$ cat src/rtl/sld_pkg.sv
// Shared types and constants of the sync-word, length-prefixed deframer.
// Holds the result record and the event and register codes; no dependencies.
`default_nettype none

package sld_pkg;

    localparam logic [1:0] KIND_PAYLOAD  = 2'd0;
    localparam logic [1:0] KIND_SYNC_ERR = 2'd1;
    localparam logic [1:0] KIND_LEN_ERR  = 2'd2;

    localparam logic [1:0] REG_SYNC_FIRST  = 2'd0;
    localparam logic [1:0] REG_SYNC_SECOND = 2'd1;
    localparam logic [1:0] REG_MAX_LENGTH  = 2'd2;

    localparam logic [7:0]  SYNC_FIRST_RESET  = 8'd148;
    localparam logic [7:0]  SYNC_SECOND_RESET = 8'd195;
    localparam logic [15:0] MAX_LENGTH_RESET  = 16'd512;

    typedef struct packed {
        logic [1:0]  kind;
        logic [7:0]  data;
        logic        last;
        logic [15:0] flen;
    } t_result;

endpackage

`default_nettype wire

$ cat src/rtl/sld_front.sv
// Front end: configuration registers and the header/payload state machine.
// Classifies each accepted byte and emits at most one result record. Uses sld_pkg.
`default_nettype none

module sld_front
    import sld_pkg::*;
(
    input  wire logic          i_clk,
    input  wire logic          i_rst_n,
    input  wire logic          i_cfg_we,
    input  wire logic [1:0]    i_cfg_index,
    input  wire logic [15:0]   i_cfg_data,
    input  wire logic          i_accept,
    input  wire logic [7:0]    i_byte,
    output t_result            o_result,
    output logic               o_result_valid
);

    localparam logic [1:0] HDR_SYNC1  = 2'd0;
    localparam logic [1:0] HDR_SYNC2  = 2'd1;
    localparam logic [1:0] HDR_LEN_HI = 2'd2;
    localparam logic [1:0] HDR_LEN_LO = 2'd3;

    logic [7:0]  r_sync_first;
    logic [7:0]  r_sync_second;
    logic [15:0] r_max_length;

    logic [1:0]  r_header_count, n_header_count;
    logic        r_in_payload, n_in_payload;
    logic [7:0]  r_length_high, n_length_high;
    logic [15:0] r_expected, n_expected;
    logic [15:0] r_received, n_received;

    logic [15:0] w_count_inc;
    logic [15:0] w_length;

    assign w_count_inc = r_received + 16'd1;
    assign w_length    = {r_length_high, i_byte};

    always_comb begin
        n_header_count = r_header_count;
        n_in_payload   = r_in_payload;
        n_length_high  = r_length_high;
        n_expected     = r_expected;
        n_received     = r_received;
        o_result_valid = 1'b0;
        o_result.kind  = KIND_PAYLOAD;
        o_result.data  = i_byte;
        o_result.last  = 1'b0;
        o_result.flen  = 16'd0;
        if (i_accept) begin
            if (r_in_payload) begin
                o_result_valid = 1'b1;
                o_result.flen  = r_expected;
                n_received     = w_count_inc;
                if (w_count_inc >= r_expected) begin
                    o_result.last = 1'b1;
                    n_in_payload  = 1'b0;
                    n_received    = 16'd0;
                    n_expected    = 16'd0;
                end
            end else begin
                case (r_header_count)
                    HDR_SYNC1: begin
                        if (i_byte == r_sync_first) begin
                            n_header_count = HDR_SYNC2;
                        end else begin
                            o_result_valid = 1'b1;
                            o_result.kind  = KIND_SYNC_ERR;
                        end
                    end
                    HDR_SYNC2: begin
                        if (i_byte == r_sync_second) begin
                            n_header_count = HDR_LEN_HI;
                        end else begin
                            n_header_count = (i_byte == r_sync_first) ? HDR_SYNC2 : HDR_SYNC1;
                            o_result_valid = 1'b1;
                            o_result.kind  = KIND_SYNC_ERR;
                        end
                    end
                    HDR_LEN_HI: begin
                        n_length_high  = i_byte;
                        n_header_count = HDR_LEN_LO;
                    end
                    default: begin
                        n_expected     = w_length;
                        n_header_count = HDR_SYNC1;
                        n_received     = 16'd0;
                        if (w_length == 16'd0 || w_length > r_max_length) begin
                            o_result_valid = 1'b1;
                            o_result.kind  = KIND_LEN_ERR;
                            o_result.flen  = w_length;
                        end else begin
                            n_in_payload = 1'b1;
                        end
                    end
                endcase
            end
        end
    end

    always_ff @(posedge i_clk) begin
        if (!i_rst_n) begin
            r_sync_first   <= SYNC_FIRST_RESET;
            r_sync_second  <= SYNC_SECOND_RESET;
            r_max_length   <= MAX_LENGTH_RESET;
            r_header_count <= HDR_SYNC1;
            r_in_payload   <= 1'b0;
            r_length_high  <= 8'd0;
            r_expected     <= 16'd0;
            r_received     <= 16'd0;
        end else begin
            r_header_count <= n_header_count;
            r_in_payload   <= n_in_payload;
            r_length_high  <= n_length_high;
            r_expected     <= n_expected;
            r_received     <= n_received;
            if (i_cfg_we) begin
                case (i_cfg_index)
                    REG_SYNC_FIRST:  r_sync_first  <= i_cfg_data[7:0];
                    REG_SYNC_SECOND: r_sync_second <= i_cfg_data[7:0];
                    REG_MAX_LENGTH:  r_max_length  <= i_cfg_data;
                    default: begin
                    end
                endcase
            end
        end
    end

endmodule

`default_nettype wire

$ cat src/rtl/sld_queue.sv
// Two-entry queue of result records between the front end and the output stage.
// Uses the record type from sld_pkg.
`default_nettype none

module sld_queue
    import sld_pkg::*;
(
    input  wire logic    i_clk,
    input  wire logic    i_rst_n,
    input  wire logic    i_push,
    input  t_result      i_data,
    input  wire logic    i_pop,
    output t_result      o_data,
    output logic         o_valid,
    output logic         o_full
);

    t_result    r_mem [2];
    logic       r_wr_ptr;
    logic       r_rd_ptr;
    logic [1:0] r_count;

    assign o_valid = (r_count != 2'd0);
    assign o_full  = (r_count == 2'd2);
    assign o_data  = r_mem[r_rd_ptr];

    always_ff @(posedge i_clk) begin
        if (i_push) begin
            r_mem[r_wr_ptr] <= i_data;
        end
    end

    always_ff @(posedge i_clk) begin
        if (!i_rst_n) begin
            r_wr_ptr <= 1'b0;
            r_rd_ptr <= 1'b0;
            r_count  <= 2'd0;
        end else begin
            if (i_push) begin
                r_wr_ptr <= ~r_wr_ptr;
            end
            if (i_pop) begin
                r_rd_ptr <= ~r_rd_ptr;
            end
            case ({i_push, i_pop})
                2'b10:   r_count <= r_count + 2'd1;
                2'b01:   r_count <= r_count - 2'd1;
                default: r_count <= r_count;
            endcase
        end
    end

endmodule

`default_nettype wire

$ cat src/rtl/sld_back.sv
// Output stage: pulls records from the queue into a register that drives the
// result channel and holds it while the receiver stalls. Uses sld_pkg.
`default_nettype none

module sld_back
    import sld_pkg::*;
(
    input  wire logic    i_clk,
    input  wire logic    i_rst_n,
    input  t_result      i_data,
    input  wire logic    i_valid,
    output logic         o_pop,
    output t_result      o_result,
    output logic         o_valid,
    input  wire logic    i_ready
);

    logic    r_valid;
    t_result r_result;

    assign o_pop    = i_valid && (!r_valid || i_ready);
    assign o_valid  = r_valid;
    assign o_result = r_result;

    always_ff @(posedge i_clk) begin
        if (o_pop) begin
            r_result <= i_data;
        end
    end

    always_ff @(posedge i_clk) begin
        if (!i_rst_n) begin
            r_valid <= 1'b0;
        end else if (o_pop) begin
            r_valid <= 1'b1;
        end else if (i_ready) begin
            r_valid <= 1'b0;
        end
    end

endmodule

`default_nettype wire

$ cat src/rtl/sync_length_stream_deframer.sv
// Top level of the sync-word, length-prefixed byte stream deframer.
// Instantiates sld_front, sld_queue and sld_back; uses sld_pkg.
//
// Input channel: one received byte per transaction on i_byte_in with
// i_in_valid / o_in_ready. The block hunts for the two sync bytes, reads a
// big-endian 16-bit length, then streams the payload bytes out.
// Output channel: one result per transaction with o_out_valid / i_out_ready:
// a payload byte (last one flagged), a sync byte error or a length error.
// Header bytes that match produce no result.
// Configuration: i_cfg_we writes i_cfg_data to the register at i_cfg_index
// (0 first sync byte, 1 second sync byte, 2 maximum length); idle only.
// Throughput is one byte per cycle while o_in_ready is high, set by the header
// and payload state machine in the front end. A result is written into the
// queue when its byte is accepted and then moves into the output register.
// When the receiver stalls, results collect in a two-entry queue behind the
// output register; o_in_ready drops once that queue is full.
// Reset is synchronous and active low: it empties the queue and output
// register, restarts the sync hunt and restores the register defaults.
`default_nettype none

module sync_length_stream_deframer
    import sld_pkg::*;
(
    input  wire logic          i_clk,
    input  wire logic          i_rst_n,
    input  wire logic          i_cfg_we,
    input  wire logic [1:0]    i_cfg_index,
    input  wire logic [15:0]   i_cfg_data,
    input  wire logic          i_in_valid,
    output logic               o_in_ready,
    input  wire logic [7:0]    i_byte_in,
    output logic               o_out_valid,
    input  wire logic          i_out_ready,
    output logic [1:0]         o_event_kind,
    output logic [7:0]         o_data_byte,
    output logic               o_last_of_frame,
    output logic [15:0]        o_frame_length
);

    logic    w_accept;
    t_result w_front_result;
    logic    w_front_valid;
    t_result w_queue_data;
    logic    w_queue_valid;
    logic    w_queue_full;
    logic    w_pop;
    t_result w_out_result;

    assign o_in_ready = !w_queue_full;
    assign w_accept   = i_in_valid && o_in_ready;

    sld_front u_front (
        .i_clk          (i_clk),
        .i_rst_n        (i_rst_n),
        .i_cfg_we       (i_cfg_we),
        .i_cfg_index    (i_cfg_index),
        .i_cfg_data     (i_cfg_data),
        .i_accept       (w_accept),
        .i_byte         (i_byte_in),
        .o_result       (w_front_result),
        .o_result_valid (w_front_valid)
    );

    sld_queue u_queue (
        .i_clk   (i_clk),
        .i_rst_n (i_rst_n),
        .i_push  (w_front_valid),
        .i_data  (w_front_result),
        .i_pop   (w_pop),
        .o_data  (w_queue_data),
        .o_valid (w_queue_valid),
        .o_full  (w_queue_full)
    );

    sld_back u_back (
        .i_clk    (i_clk),
        .i_rst_n  (i_rst_n),
        .i_data   (w_queue_data),
        .i_valid  (w_queue_valid),
        .o_pop    (w_pop),
        .o_result (w_out_result),
        .o_valid  (o_out_valid),
        .i_ready  (i_out_ready)
    );

    assign o_event_kind    = w_out_result.kind;
    assign o_data_byte     = w_out_result.data;
    assign o_last_of_frame = w_out_result.last;
    assign o_frame_length  = w_out_result.flen;

endmodule

`default_nettype wire
$ cat config.mk
export PLATFORM = sky130hd
export DESIGN_NAME = sync_length_stream_deframer
export DESIGN_NICKNAME = d
export VERILOG_FILES = /design/src/rtl/sld_pkg.sv /design/src/rtl/sld_front.sv /design/src/rtl/sld_queue.sv /design/src/rtl/sld_back.sv /design/src/rtl/sync_length_stream_deframer.sv
export SDC_FILE = /design/constraint.sdc
export NUM_CORES = 1
export LEC_CHECK = 0
export BUFFER_PORTS_ARGS = -buffer_cell sky130_fd_sc_hd__buf_2
export CAP_MARGIN = 5
export CORE_ASPECT_RATIO = 1.4
export CORE_MARGIN = 3
export CORE_UTILIZATION = 35
export DETAILED_ROUTE_END_ITERATION = 10
export GPL_ROUTABILITY_DRIVEN = 0
export PLACE_DENSITY = 0.5
export SLEW_MARGIN = 15
export SYNTH_ARGS = -nofsm -noshare
export SYNTH_HDL_FRONTEND = slang
export SYNTH_SLANG_ARGS = --single-unit
$ cat constraint.sdc
create_clock -name i_clk -period 5.05 [get_ports i_clk]
set_input_delay 0.7575 -clock i_clk [delete_from_list [all_inputs] [get_ports i_clk]]
set_output_delay 0.7575 -clock i_clk [all_outputs]
set_load 0.01 [all_outputs]
==> out/qor.yml, run 1 <==
global_route:
  grt_overflow_total: 0
  grt_pass1_wl_mm: 27.3
  grt_pass1_vias: 5049
  grt_usage: 0.153
  grt_max_degree: 48
  antenna_found_initial: 0
placement:
  portBuffers: 59
  hpwl_mm: 12.3
synth:
  synth_top_area_share: 0.327
  yosysSeqAreaShare: 0.541
  synth-seq-cells: 161
  synth_common_cells: "edfxtp_1 (81), dfxtp_1 (80), nand2_1 (74)"
  synth_top_area_cell: "edfxtp_1"
  synth.avg_cell_area_um2: 11.3
  synthFlopType: "edfxtp_1"
  ys_async_sr_fraction: 0
  ys_warn_count: 0
  syn-num-nets: 725
  yosysUniqueCellTypes: 70
  synth-edff-count: 81
  synth.most_common_cell: "edfxtp_1"
  syn_inst: 660
  synthesis.area_um2: 7450
  synthTopCellsByArea: "edfxtp_1 (33%), dfxtp_1 (21%), ha_1 (5.7%), mux2_2 (4.1%), nand2_1 (3.7%)"
critical_path:
  r2r_cells: 12
  crit_fanout: 14
  rrSetupSlack_ns: 1.51
  crit_path_max_incr_delay_ns: 0.63
  critPathSlowestCell: "nor3_2"
  crit_path_end_kind: "flip-flop"
  critPathRequiredTime_ns: 5.42
  critPathArrivalTime_ns: 3.91
  startpoint_type: "flip-flop"
  worstPathCellList: "ha_1, nand3_1, nor2_1, and3_1, xor2_1, ha_1, nand4_1, a2111oi_0, a211o_1, nor3_2, and3_1, a221o_1"
  reg2reg_to: "u_front.r_received[13]"
  path_class: "reg -> reg"
  rr_startpoint: "u_front.r_received[0]"
sta:
  hold_ws_ns: 0.460
  fin_setup_tns_ns: 0
  period_minus_slack_ns: 3.54
  finalCritPeriodShare: 0.701
  worstMarginPinSlew_ns: 0.809
  rsz0062_at_grt: "false"
  relSlewSlack: 0.458
  fin_skew_ns: 0.00633
  slew_violations: 0
  hold_viol_final: 0
  fmax_mhz: 283
  setup_violations: 0
cts:
  clock_latency_ns: 0.42
  hold_buffers: 0
  path_clk_slew_ns: 0.07
  ctsResizeCount: 0
  htreeDepth: 4
  cts_buffer_depth: 2
  cts_root_buf: "clkbuf_16"
  clock-sinks: 161
  post-cts-setup-buffers: 0
  cts_buffers: 17
  cts_tree: "done"
power_and_ir_drop:
  peakVddDrop_mv: 0.232
  power.density_nw_per_um2: 402
  power.static_leakage_nw: 3.19
flow_run:
  drv_cap: 0
layout:
  fin_util: 0.410
  area_growth_pct: 13.9
  drive_gt1_frac: 0.215
  nets: 773
  diodes: 0
route:
  drc_errors: 0
  viasPerCell: 5.15
  routed-via-count: 5034
  dr.pass1.iters: 4
  drtAntennaViolNets: 0
  wl_per_cell_um: 17.3
  drtIter0Drc: 215
  drt-total-wl_mm: 16.9
floorplan:
  start_util: 0.360
  rows: 62
  ios: 60
  die_y_um: 179
  die-area_um2: 23100
  coreArea_um2: 20700
  die-width_um: 129
outcome:
  status: "finished clean"
worst_hold_path:
  hold_path_end: "u_front.r_max_length[2]"
  hold_start: "u_front.r_max_length[2]"
  hold_path.class: "reg -> reg"
  holdPathStages: 2
==> stage by stage <==
stage / std cells / instance area, um^2 / worst slack [ns] / total power [mW]
global route: 977 / 8490 / 1.09 / 3.58
global placement: 945 / 7910 / 1.42 / 2.20
finish: 977 / 8490 / 1.51 / 3.41
detailed placement: 945 / 7910 / 1.40 / 2.21
CTS: 977 / 8490 / 1.47 / 3.47
floorplan: 660 / 7450 / 0.646 / 2.02
==> flip-flops by register name, summed over array words and instances, names as in the netlist, 2 cells and up <==
name / flops
u_front.r_max_length: 16
u_front.r_header_count: 2
u_front.r_received: 16
u_queue.r_count: 2
u_front.r_expected: 16
u_front.r_sync_second: 8
u_queue.r_mem: 54
u_front.r_length_high: 8
u_front.r_sync_first: 8
u_back.o_result: 27
==> logic make-up after synthesis <==
kind of cell,synth area share
adders and majority gates,0.0571
DFF,0.541
AOI/OAI and AO/OA,0.0988
xor gates and xnor gates,0.0388
and+or+nand+nor,0.142
buffers and inverters,0.0465
muxes,0.0757
==> per-layer routing <==
metal  global-route usage  vias to the layer above  wire length [um]
li1                     -                     2468                 -
met1                0.191                     2444              7440
met2                0.256                       98              8400
met3               0.0309                       24               589
met4               0.0692                        0               457
met5                    0                        -                 0
==> final cells by class <==
type                            count  area, um^2
Multi-Input combinational cell    427        3080
Clock buffer                       17         425
Fill cell                        1977       12200
Clock inverter                     15         149
Tap cell                          256         320
Timing Repair Buffer               65         340
Sequential cell                   161        4040
Inverter                           36         135
==> power by group <==
| part | switching [mW] | total [mW] | internal, mW |
|---|---|---|---|
| Combinational | 0.284 | 0.498 | 0.215 |
| Clock | 0.552 | 1.24 | 0.693 |
| Sequential | 0.0814 | 1.67 | 1.59 |
| Total | 0.917 | 3.41 | 2.49 |
==> worst max-delay path: cells and delay by family, from the launching register on <==
kind,cells,cell delay (ns)
AOI/OAI and AO/OA,3,0.56
and+or+nand+nor,6,1.71
xor gates and xnor gates,1,0.20
DFF,1,0.42
adders and majority gates,2,0.57
==> how the worst max path moves through the flow <==
stage                                      from  slack [ns]  cells past startpoint                      to
final                     u_front.r_received[0]        1.51                     12  u_front.r_received[13]
after global routing      u_front.r_received[0]        1.09                     12  u_front.r_received[15]
after CTS                 u_front.r_received[0]        1.47                     12  u_front.r_received[13]
after detailed placement           i_byte_in[7]        1.40                     12      u_queue.r_count[1]
after global placement             i_byte_in[7]        1.42                     12      u_queue.r_count[1]
after floorplan                    i_byte_in[7]        0.65                      8     u_queue.r_mem[1][0]
==> cells in the final DEF (no fill, tap or decap), types with 3 or more instances in the layout <==
cell type  instances
xor2_1            22
nor4_1             9
nand3_2            3
o21ai_0            6
clkbuf_16         17
ha_1              34
mux2_2            27
inv_6              5
a22oi_1            7
a21oi_1           43
edfxtp_1          81
mux2i_1           26
nand3_1           21
nand3b_1           4
a21oi_2            3
nand2_1           74
nor2b_1            3
inv_1             35
clkinv_4           4
nor3_1             5
buf_4              6
dfxtp_1           79
and4_1             3
buf_2             59
a21o_1             6
nand4_1            6
nor2_1            38
or3_1              3
xnor2_1           11
and3_1             8
a22o_1            19
(Power assumes the default switching activity.)
==> run 2, diff against run 1 <==
Settings changed: PLACE_DENSITY 0.5 to 0.52.
Clock period 5.05 ns to 2.9 ns, I/O delays scaled along.
==> run 2 against run 1 <==
The flow now finishes with violations (setup timing). Combinational power rose by 120%. Non-clock buffer count rose by 94. Final cell count rose by 9.6%. Clock power rose by 82%. Critical endpoint unchanged. Core utilization rose by 5.6 points. Highest routed layer unchanged. Fmax rose by 14%. First-iteration DRC count rose by 34%. Register-to-register slack got worse by 1.7 ns. Sequential power rose by 70%.
==> out/qor.yml, run 2 (same netlist as run 1, synthesis figures left out) <==
outcome:
  status: "finished with violations"  # was finished clean
  failed_checks: "setup timing"
route:
  drtAntennaViolNets: 0  # unchanged
  drc_errors: 0  # unchanged
  dr.pass1.iters: 5  # was 4
  drtIter0Drc: 289  # was 215
  wl_per_cell_um: 16.7  # was 17.3 um
  routed-via-count: 5391  # was 5034
  drt-total-wl_mm: 17.8  # was 16.9 mm
  viasPerCell: 5.03  # was 5.15
cts:
  htreeDepth: 4  # unchanged
  clock-sinks: 161  # unchanged
  cts_tree: "done"  # unchanged
  path_clk_slew_ns: 0.07  # about the same
  cts_root_buf: "clkbuf_16"  # unchanged
  cts_buffer_depth: 2  # unchanged
  clock_latency_ns: 0.42  # about the same
  cts_buffers: 17  # unchanged
power_and_ir_drop:
  p_int_mw: 4.55  # was 2.49 mW
  swShare: 0.265  # was 0.269
  power.density_nw_per_um2: 642  # was 402 nW/um^2
  seq_power_share: 0.458  # was 0.489
  peakVddDrop_mv: 0.435  # was 0.232 mV
  p_sw_mw: 1.64  # was 0.917 mW
  clockPowerShare: 0.364  # was 0.365
  power.static_leakage_nw: 3.77  # was 3.19 nW
  pwr-share-comb: 0.177  # was 0.146
critical_path:
  startpoint_type: "flip-flop"  # unchanged
  critPathRequiredTime_ns: 3.22  # was 5.42 ns
  path_buf_inv: 2  # was 0
  r2r_cells: 15  # was 12
  worstPathCellList: "and3_4, and3_4, nand2_4, nor2_4, buf_6, nand4_1, xnor2_1, ha_1, nand4_1, a2111oi_4, a211o_1, nor3_4, buf_12, and3_1, a221o_1"  # was ha_1, nand3_1, nor2_1, and3_1, xor2_1, ha_1, nand4_1, a2111oi_0, a211o_1, nor3_2, and3_1, a221o_1
  critPathSlowestCell: "dfxtp_2"  # was nor3_2
  path_depth: 15  # was 12
  crit_path_end_kind: "flip-flop"  # unchanged
  crit_path_max_incr_delay_ns: 0.34  # was 0.63 ns
  crit_fanout: 12  # was 14
  path_class: "reg -> reg"  # unchanged
  critPathArrivalTime_ns: 3.41  # was 3.91 ns
  path_delay_family: "simple AND/OR/NAND/NOR gates"  # unchanged
flow_run:
  drv_cap: 0  # unchanged
worst_hold_path:
  hold_path.class: "in -> reg"  # was reg -> reg
  holdPathStages: 3  # was 2
global_route:
  grt_usage: 0.155  # was 0.153
  grt_overflow_total: 0  # unchanged
  grt_max_degree: 37  # was 48
  antenna_found_initial: 0  # unchanged
  grt_pass1_wl_mm: 27.9  # was 27.3 mm
  grt_pass1_vias: 5383  # was 5049
layout:
  diodes: 0  # unchanged
  final_cell_area_um2: 9640  # was 8490 um^2
  area_growth_pct: 29.4  # was 13.9%
  fin_cells: 1071  # was 977
  final_common_cell: "buf_4"  # was edfxtp_1
  regMostFlops: "u_queue.r_mem"  # unchanged
  largest_reg_flops: 54  # unchanged
  fin_util: 0.466  # was 0.410
  nets: 867  # was 773
  layout_common_cells: "buf_4 (87), edfxtp_1 (81), nand2_1 (70), dfxtp_1 (65), buf_2 (59)"  # was edfxtp_1 (81), dfxtp_1 (79), nand2_1 (74), buf_2 (59), a21oi_1 (43)
  drive_gt1_frac: 0.368  # was 0.215
placement:
  hpwl_mm: 12.9  # was 12.3 mm
  post-place-ws_ns: -0.269  # was 1.40 ns
  post_dp_cell_area_um2: 8530  # was 7910 um^2
  portBuffers: 59  # unchanged
  numPlacedInstances: 1016  # was 945
sta:
  relSlewSlack: 0.502  # was 0.458
  fin_skew_ns: 0.00823  # was 0.00633 ns
  hold_viol_final: 0  # unchanged
  rsz0062_at_grt: "true"  # was false
  worstMarginPinSlew_ns: 0.741  # was 0.809 ns
  fin_ws_ns: -0.197  # was 1.51 ns
  slew_violations: 0  # unchanged
  setup_violations: 33  # was 0
  fmax_mhz: 323  # was 283 MHz
  period_minus_slack_ns: 3.10  # was 3.54 ns
  finalCritPeriodShare: 1.07  # was 0.701
floorplan:
  rows: 62  # unchanged
  coreArea_um2: 20700  # unchanged
  start_util: 0.360  # unchanged
  die_y_um: 179  # unchanged
  die-area_um2: 23100  # unchanged
  ios: 60  # unchanged
  die-width_um: 129  # unchanged
## run 2: power groups by stage
stage	combinational (mW)	sequential, mW	clock, mW
detailed placement	1.06	2.89	0
CTS	1.12	2.84	2.31
global placement	1.05	2.88	0
finish	1.10	2.84	2.26
floorplan	0.554	2.97	0
global route	1.22	2.87	2.40
## run 2: repair_timing
item	in CTS	in global routing
buffers inserted	12	13
gates cloned	0	1
hold buffers	0	0
endpoints found under the setup margin	37	37
gates resized for setup	31	36
pin swaps	23	25
## run 2: through the flow
step	hold slack, ns	TNS, ns	total power [mW]
floorplan	0.436	-0.114	3.52
global placement	0.447	-2.84	3.92
detailed placement	0.452	-5.28	3.95
CTS	0.237	-0.923	6.27
global route	0.237	-8.02	6.48
finish	0.248	-3.24	6.19
## run 2: worst paths after layout
path / to / start / slack (ns)
worst max-delay path: u_front.r_received[13] / u_front.r_received[3] / -0.20
worst min-delay path: u_front.r_max_length[9] / i_cfg_data[9] / 0.25
worst max register to register: u_front.r_received[13] / u_front.r_received[3] / -0.20
worst min register to register: u_front.r_max_length[11] / u_front.r_max_length[11] / 0.46
## run 2: layout make-up
class,instances,area (um^2)
clock buffers,17,425
fillers,1879,11100
well taps,256,320
inverters,36,135
repair buffers,159,1160
clock inverters,15,173
flip-flops and latches,161,4050
multi-input cells,427,3380
## run 2: per-layer routing
metal,track usage,routed length (um),vias up
met5,0,0,-
met1,0.183,7350,2617
met2,0.280,9600,109
li1,-,-,2644
met4,0.0525,367,0
met3,0.0279,533,21
## run 2: worst min-delay path, delay by kind of cell
| family | cells | cell delay [ns] |
|---|---|---|
| AO/OA/AOI/OAI | 1 | 0.08 |
| buffers and inverters | 1 | 0.08 |
| AND/OR/NAND/NOR | 1 | 0.04 |
==> run 3, diff against run 2 <==
--- a/constraint.sdc
+++ b/constraint.sdc
@@ -3,2 +3,2 @@
 set_output_delay 0.435 -clock i_clk [all_outputs]
-set_load 0.01 [all_outputs]
+set_load 0.05 [all_outputs]
==> run 3 against run 2 <==
The flow still finishes with violations (setup timing). Largest cell class unchanged. Combinational power is 36% higher. First-iteration DRC count is 3.8% lower. Core utilization is 1.0 points lower.
==> out/qor.yml, run 3 (same netlist as run 1, synthesis figures left out) <==
floorplan:
  ios: 60  # unchanged
  die-width_um: 129  # unchanged
  die_y_um: 179  # unchanged
  rows: 62  # unchanged
  start_util: 0.360  # unchanged
  die-area_um2: 23100  # unchanged
  coreArea_um2: 20700  # unchanged
layout:
  area_growth_pct: 26.6  # was 29.4%
  diodes: 0  # unchanged
  final_common_cell: "edfxtp_1"  # was buf_4
  layout_common_cells: "edfxtp_1 (81), dfxtp_1 (75), nand2_1 (71), buf_4 (67), buf_2 (59)"  # was buf_4 (87), edfxtp_1 (81), nand2_1 (70), dfxtp_1 (65), buf_2 (59)
  fin_cells: 1049  # was 1071
  regMostFlops: "u_queue.r_mem"  # unchanged
  drive_gt1_frac: 0.332  # was 0.368
  largest_reg_flops: 54  # unchanged
  nets: 845  # was 867
power_and_ir_drop:
  peakVddDrop_mv: 0.426  # was 0.435 mV
  power.static_leakage_nw: 3.66  # was 3.77 nW
  power.density_nw_per_um2: 696  # was 642 nW/um^2
  power_mw: 6.56  # was 6.19 mW
route:
  viasPerCell: 5.01  # was 5.03
  drtAntennaViolNets: 0  # unchanged
  drt-total-wl_mm: 17.5  # was 17.8 mm
  dr.pass1.iters: 4  # was 5
  drc_errors: 0  # unchanged
  drtIter0Drc: 278  # was 289
  routed-via-count: 5252  # was 5391
  wl_per_cell_um: 16.7  # about the same
critical_path:
  crit_path_end_kind: "flip-flop"  # unchanged
  crit_path_max_incr_delay_ns: 0.40  # was 0.34 ns
  path_delay_family: "simple AND/OR/NAND/NOR gates"  # unchanged
  reg2reg_to: "u_front.r_received[13]"  # unchanged
  rr_startpoint: "u_front.r_received[2]"  # was u_front.r_received[3]
  r2r_cells: 14  # was 15
  critPathRequiredTime_ns: 3.22  # about the same
  critPathArrivalTime_ns: 3.41  # about the same
  worstPathCellList: "and3_4, and3_4, nand2_4, nor2_4, nand3_2, xnor2_2, ha_1, nand4_1, a2111oi_4, a211o_1, nor3_4, buf_12, and3_1, a221o_1"  # was and3_4, and3_4, nand2_4, nor2_4, buf_6, nand4_1, xnor2_1, ha_1, nand4_1, a2111oi_4, a211o_1, nor3_4, buf_12, and3_1, a221o_1
  cpMostUsedCell: "and3_4"
  startpoint_type: "flip-flop"  # unchanged
  rrSetupSlack_ns: -0.19  # was -0.20 ns
  path_class: "reg -> reg"  # unchanged
  path_buf_inv: 1  # was 2
  critPathSlowestCell: "a2111oi_4"  # was dfxtp_2
  crit_fanout: 11  # was 12
sta:
  period_minus_slack_ns: 3.09  # was 3.10 ns
  fmax_mhz: 324  # was 323 MHz
  fin_ws_ns: -0.189  # was -0.197 ns
  rsz0062_at_grt: "true"  # unchanged
  setup_violations: 32  # was 33
  slew_violations: 0  # unchanged
  relSlewSlack: 0.516  # was 0.502
  worstMarginPinSlew_ns: 0.720  # was 0.741 ns
  fin_skew_ns: 0.00820  # was 0.00823 ns
  hold_viol_final: 0  # unchanged
  finalCritPeriodShare: 1.07  # about the same
global_route:
  grt_pass1_vias: 5402  # was 5383
  grt_overflow_total: 0  # unchanged
  grt_pass1_wl_mm: 28.0  # was 27.9 mm
  antenna_found_initial: 0  # unchanged
  grt_usage: 0.156  # was 0.155
  grt_max_degree: 42  # was 37
placement:
  portBuffers: 59  # unchanged
  numPlacedInstances: 1007  # was 1016
  hpwl_mm: 12.4  # was 12.9 mm
cts:
  cts_tree: "done"  # unchanged
  clock_latency_ns: 0.43  # was 0.42 ns
  cts_buffers: 17  # unchanged
  hold_buffers: 0  # unchanged
  cts_root_buf: "clkbuf_16"  # unchanged
  cts_buffer_depth: 2  # unchanged
  clock-sinks: 161  # unchanged
  path_clk_slew_ns: 0.07  # about the same
  htreeDepth: 4  # unchanged
flow_run:
  drv_cap: 0  # unchanged
outcome:
  failed_checks: "setup timing"  # unchanged
  status: "finished with violations"  # unchanged
worst_hold_path:
  holdPathStages: 3  # unchanged
  hold_start: "i_cfg_data[8]"  # was i_cfg_data[9]
  hold_path.class: "in -> reg"  # unchanged
  hold_path_end: "u_front.r_max_length[8]"  # was u_front.r_max_length[9]
==> run 3: cell types whose count changed in the layout (fill, tap and decap cells not counted), sizes merged <==
| cell | previous run | this run |
|---|---|---|
| buf | 158 | 136 |
| inv | 42 | 38 |
| clkinv | 5 | 8 |
| clkinvlp | 2 | 3 |
==> run 3: per-layer routing <==
metal | part of all wire | track usage | wire length [um] | up-vias
met5 | 0 | 0 | 0 | -
met4 | 0.035 | 0.0696 | 605 | 0
met3 | 0.027 | 0.0324 | 474 | 31
met2 | 0.52 | 0.275 | 9100 | 96
met1 | 0.42 | 0.181 | 7320 | 2528
li1 | - | - | - | 2597
==> run 3: area by class of cell <==
class	instances	area [um^2]
Clock buffer	17	425
Clock inverter	15	160
Tap cell	256	320
Sequential cell	161	4040
Timing Repair Buffer	137	988
Multi-Input combinational cell	427	3360
Fill cell	1904	11300
Inverter	36	135
==> run 3: how the worst max path moves through the flow <==
stage	cells after the start	end	start	slack, ns
3_5_place_dp	13	u_queue.r_count[1]	i_byte_in[4]	-0.20
6_report	14	u_front.r_received[13]	u_front.r_received[2]	-0.19
5_1_grt	14	u_front.r_received[15]	u_front.r_received[3]	-0.33
4_1_cts	13	u_front.r_received[15]	u_front.r_received[4]	-0.05
3_3_place_gp	13	u_queue.r_count[1]	i_byte_in[4]	-0.15
2_1_floorplan	15	u_front.r_expected[10]	u_front.r_received[2]	0.006
==> run 3: worst register-to-register path: stages, from the launching register on <==
cell and delay [ns]:
dfxtp_2 0.33, and3_4 0.19, and3_4 0.20, nand2_4 0.06
nor2_4 0.14, nand3_2 0.14, xnor2_2 0.17, ha_1 0.30
nand4_1 0.19, a2111oi_4 0.40, a211o_1 0.25, nor3_4 0.06
buf_12 0.16, and3_1 0.16, a221o_1 0.25
==> run 3: through the flow <==
step	utilization	hold WS, ns	setup slack (ns)	area, um^2	setup TNS [ns]
finish	0.455	0.245	-0.189	9430	-3.64
detailed placement	0.409	0.450	-0.201	8470	-0.870
floorplan	-	0.436	0.00568	7490	0
CTS	0.443	0.232	-0.0514	9170	-0.543
global placement	0.409	0.449	-0.149	8470	-0.427
global route	0.455	0.245	-0.333	9430	-8.21
==> run 3: repair_timing <==
item / 4_1_cts / 5_1_grt
setup buffers: 5 / 7
resized for setup: 20 / 31
gates cloned: 0 / 1
pin swaps: 15 / 21
setup endpoints to repair: 27 / 37
==> run 3: power breakdown <==
group          internal (mW)  total, mW  switching (mW)  leakage [nW]
registers               2.76       2.85          0.0860          1.43
logic                  0.460       1.50            1.04          1.96
clock network           1.27       2.21           0.937         0.277
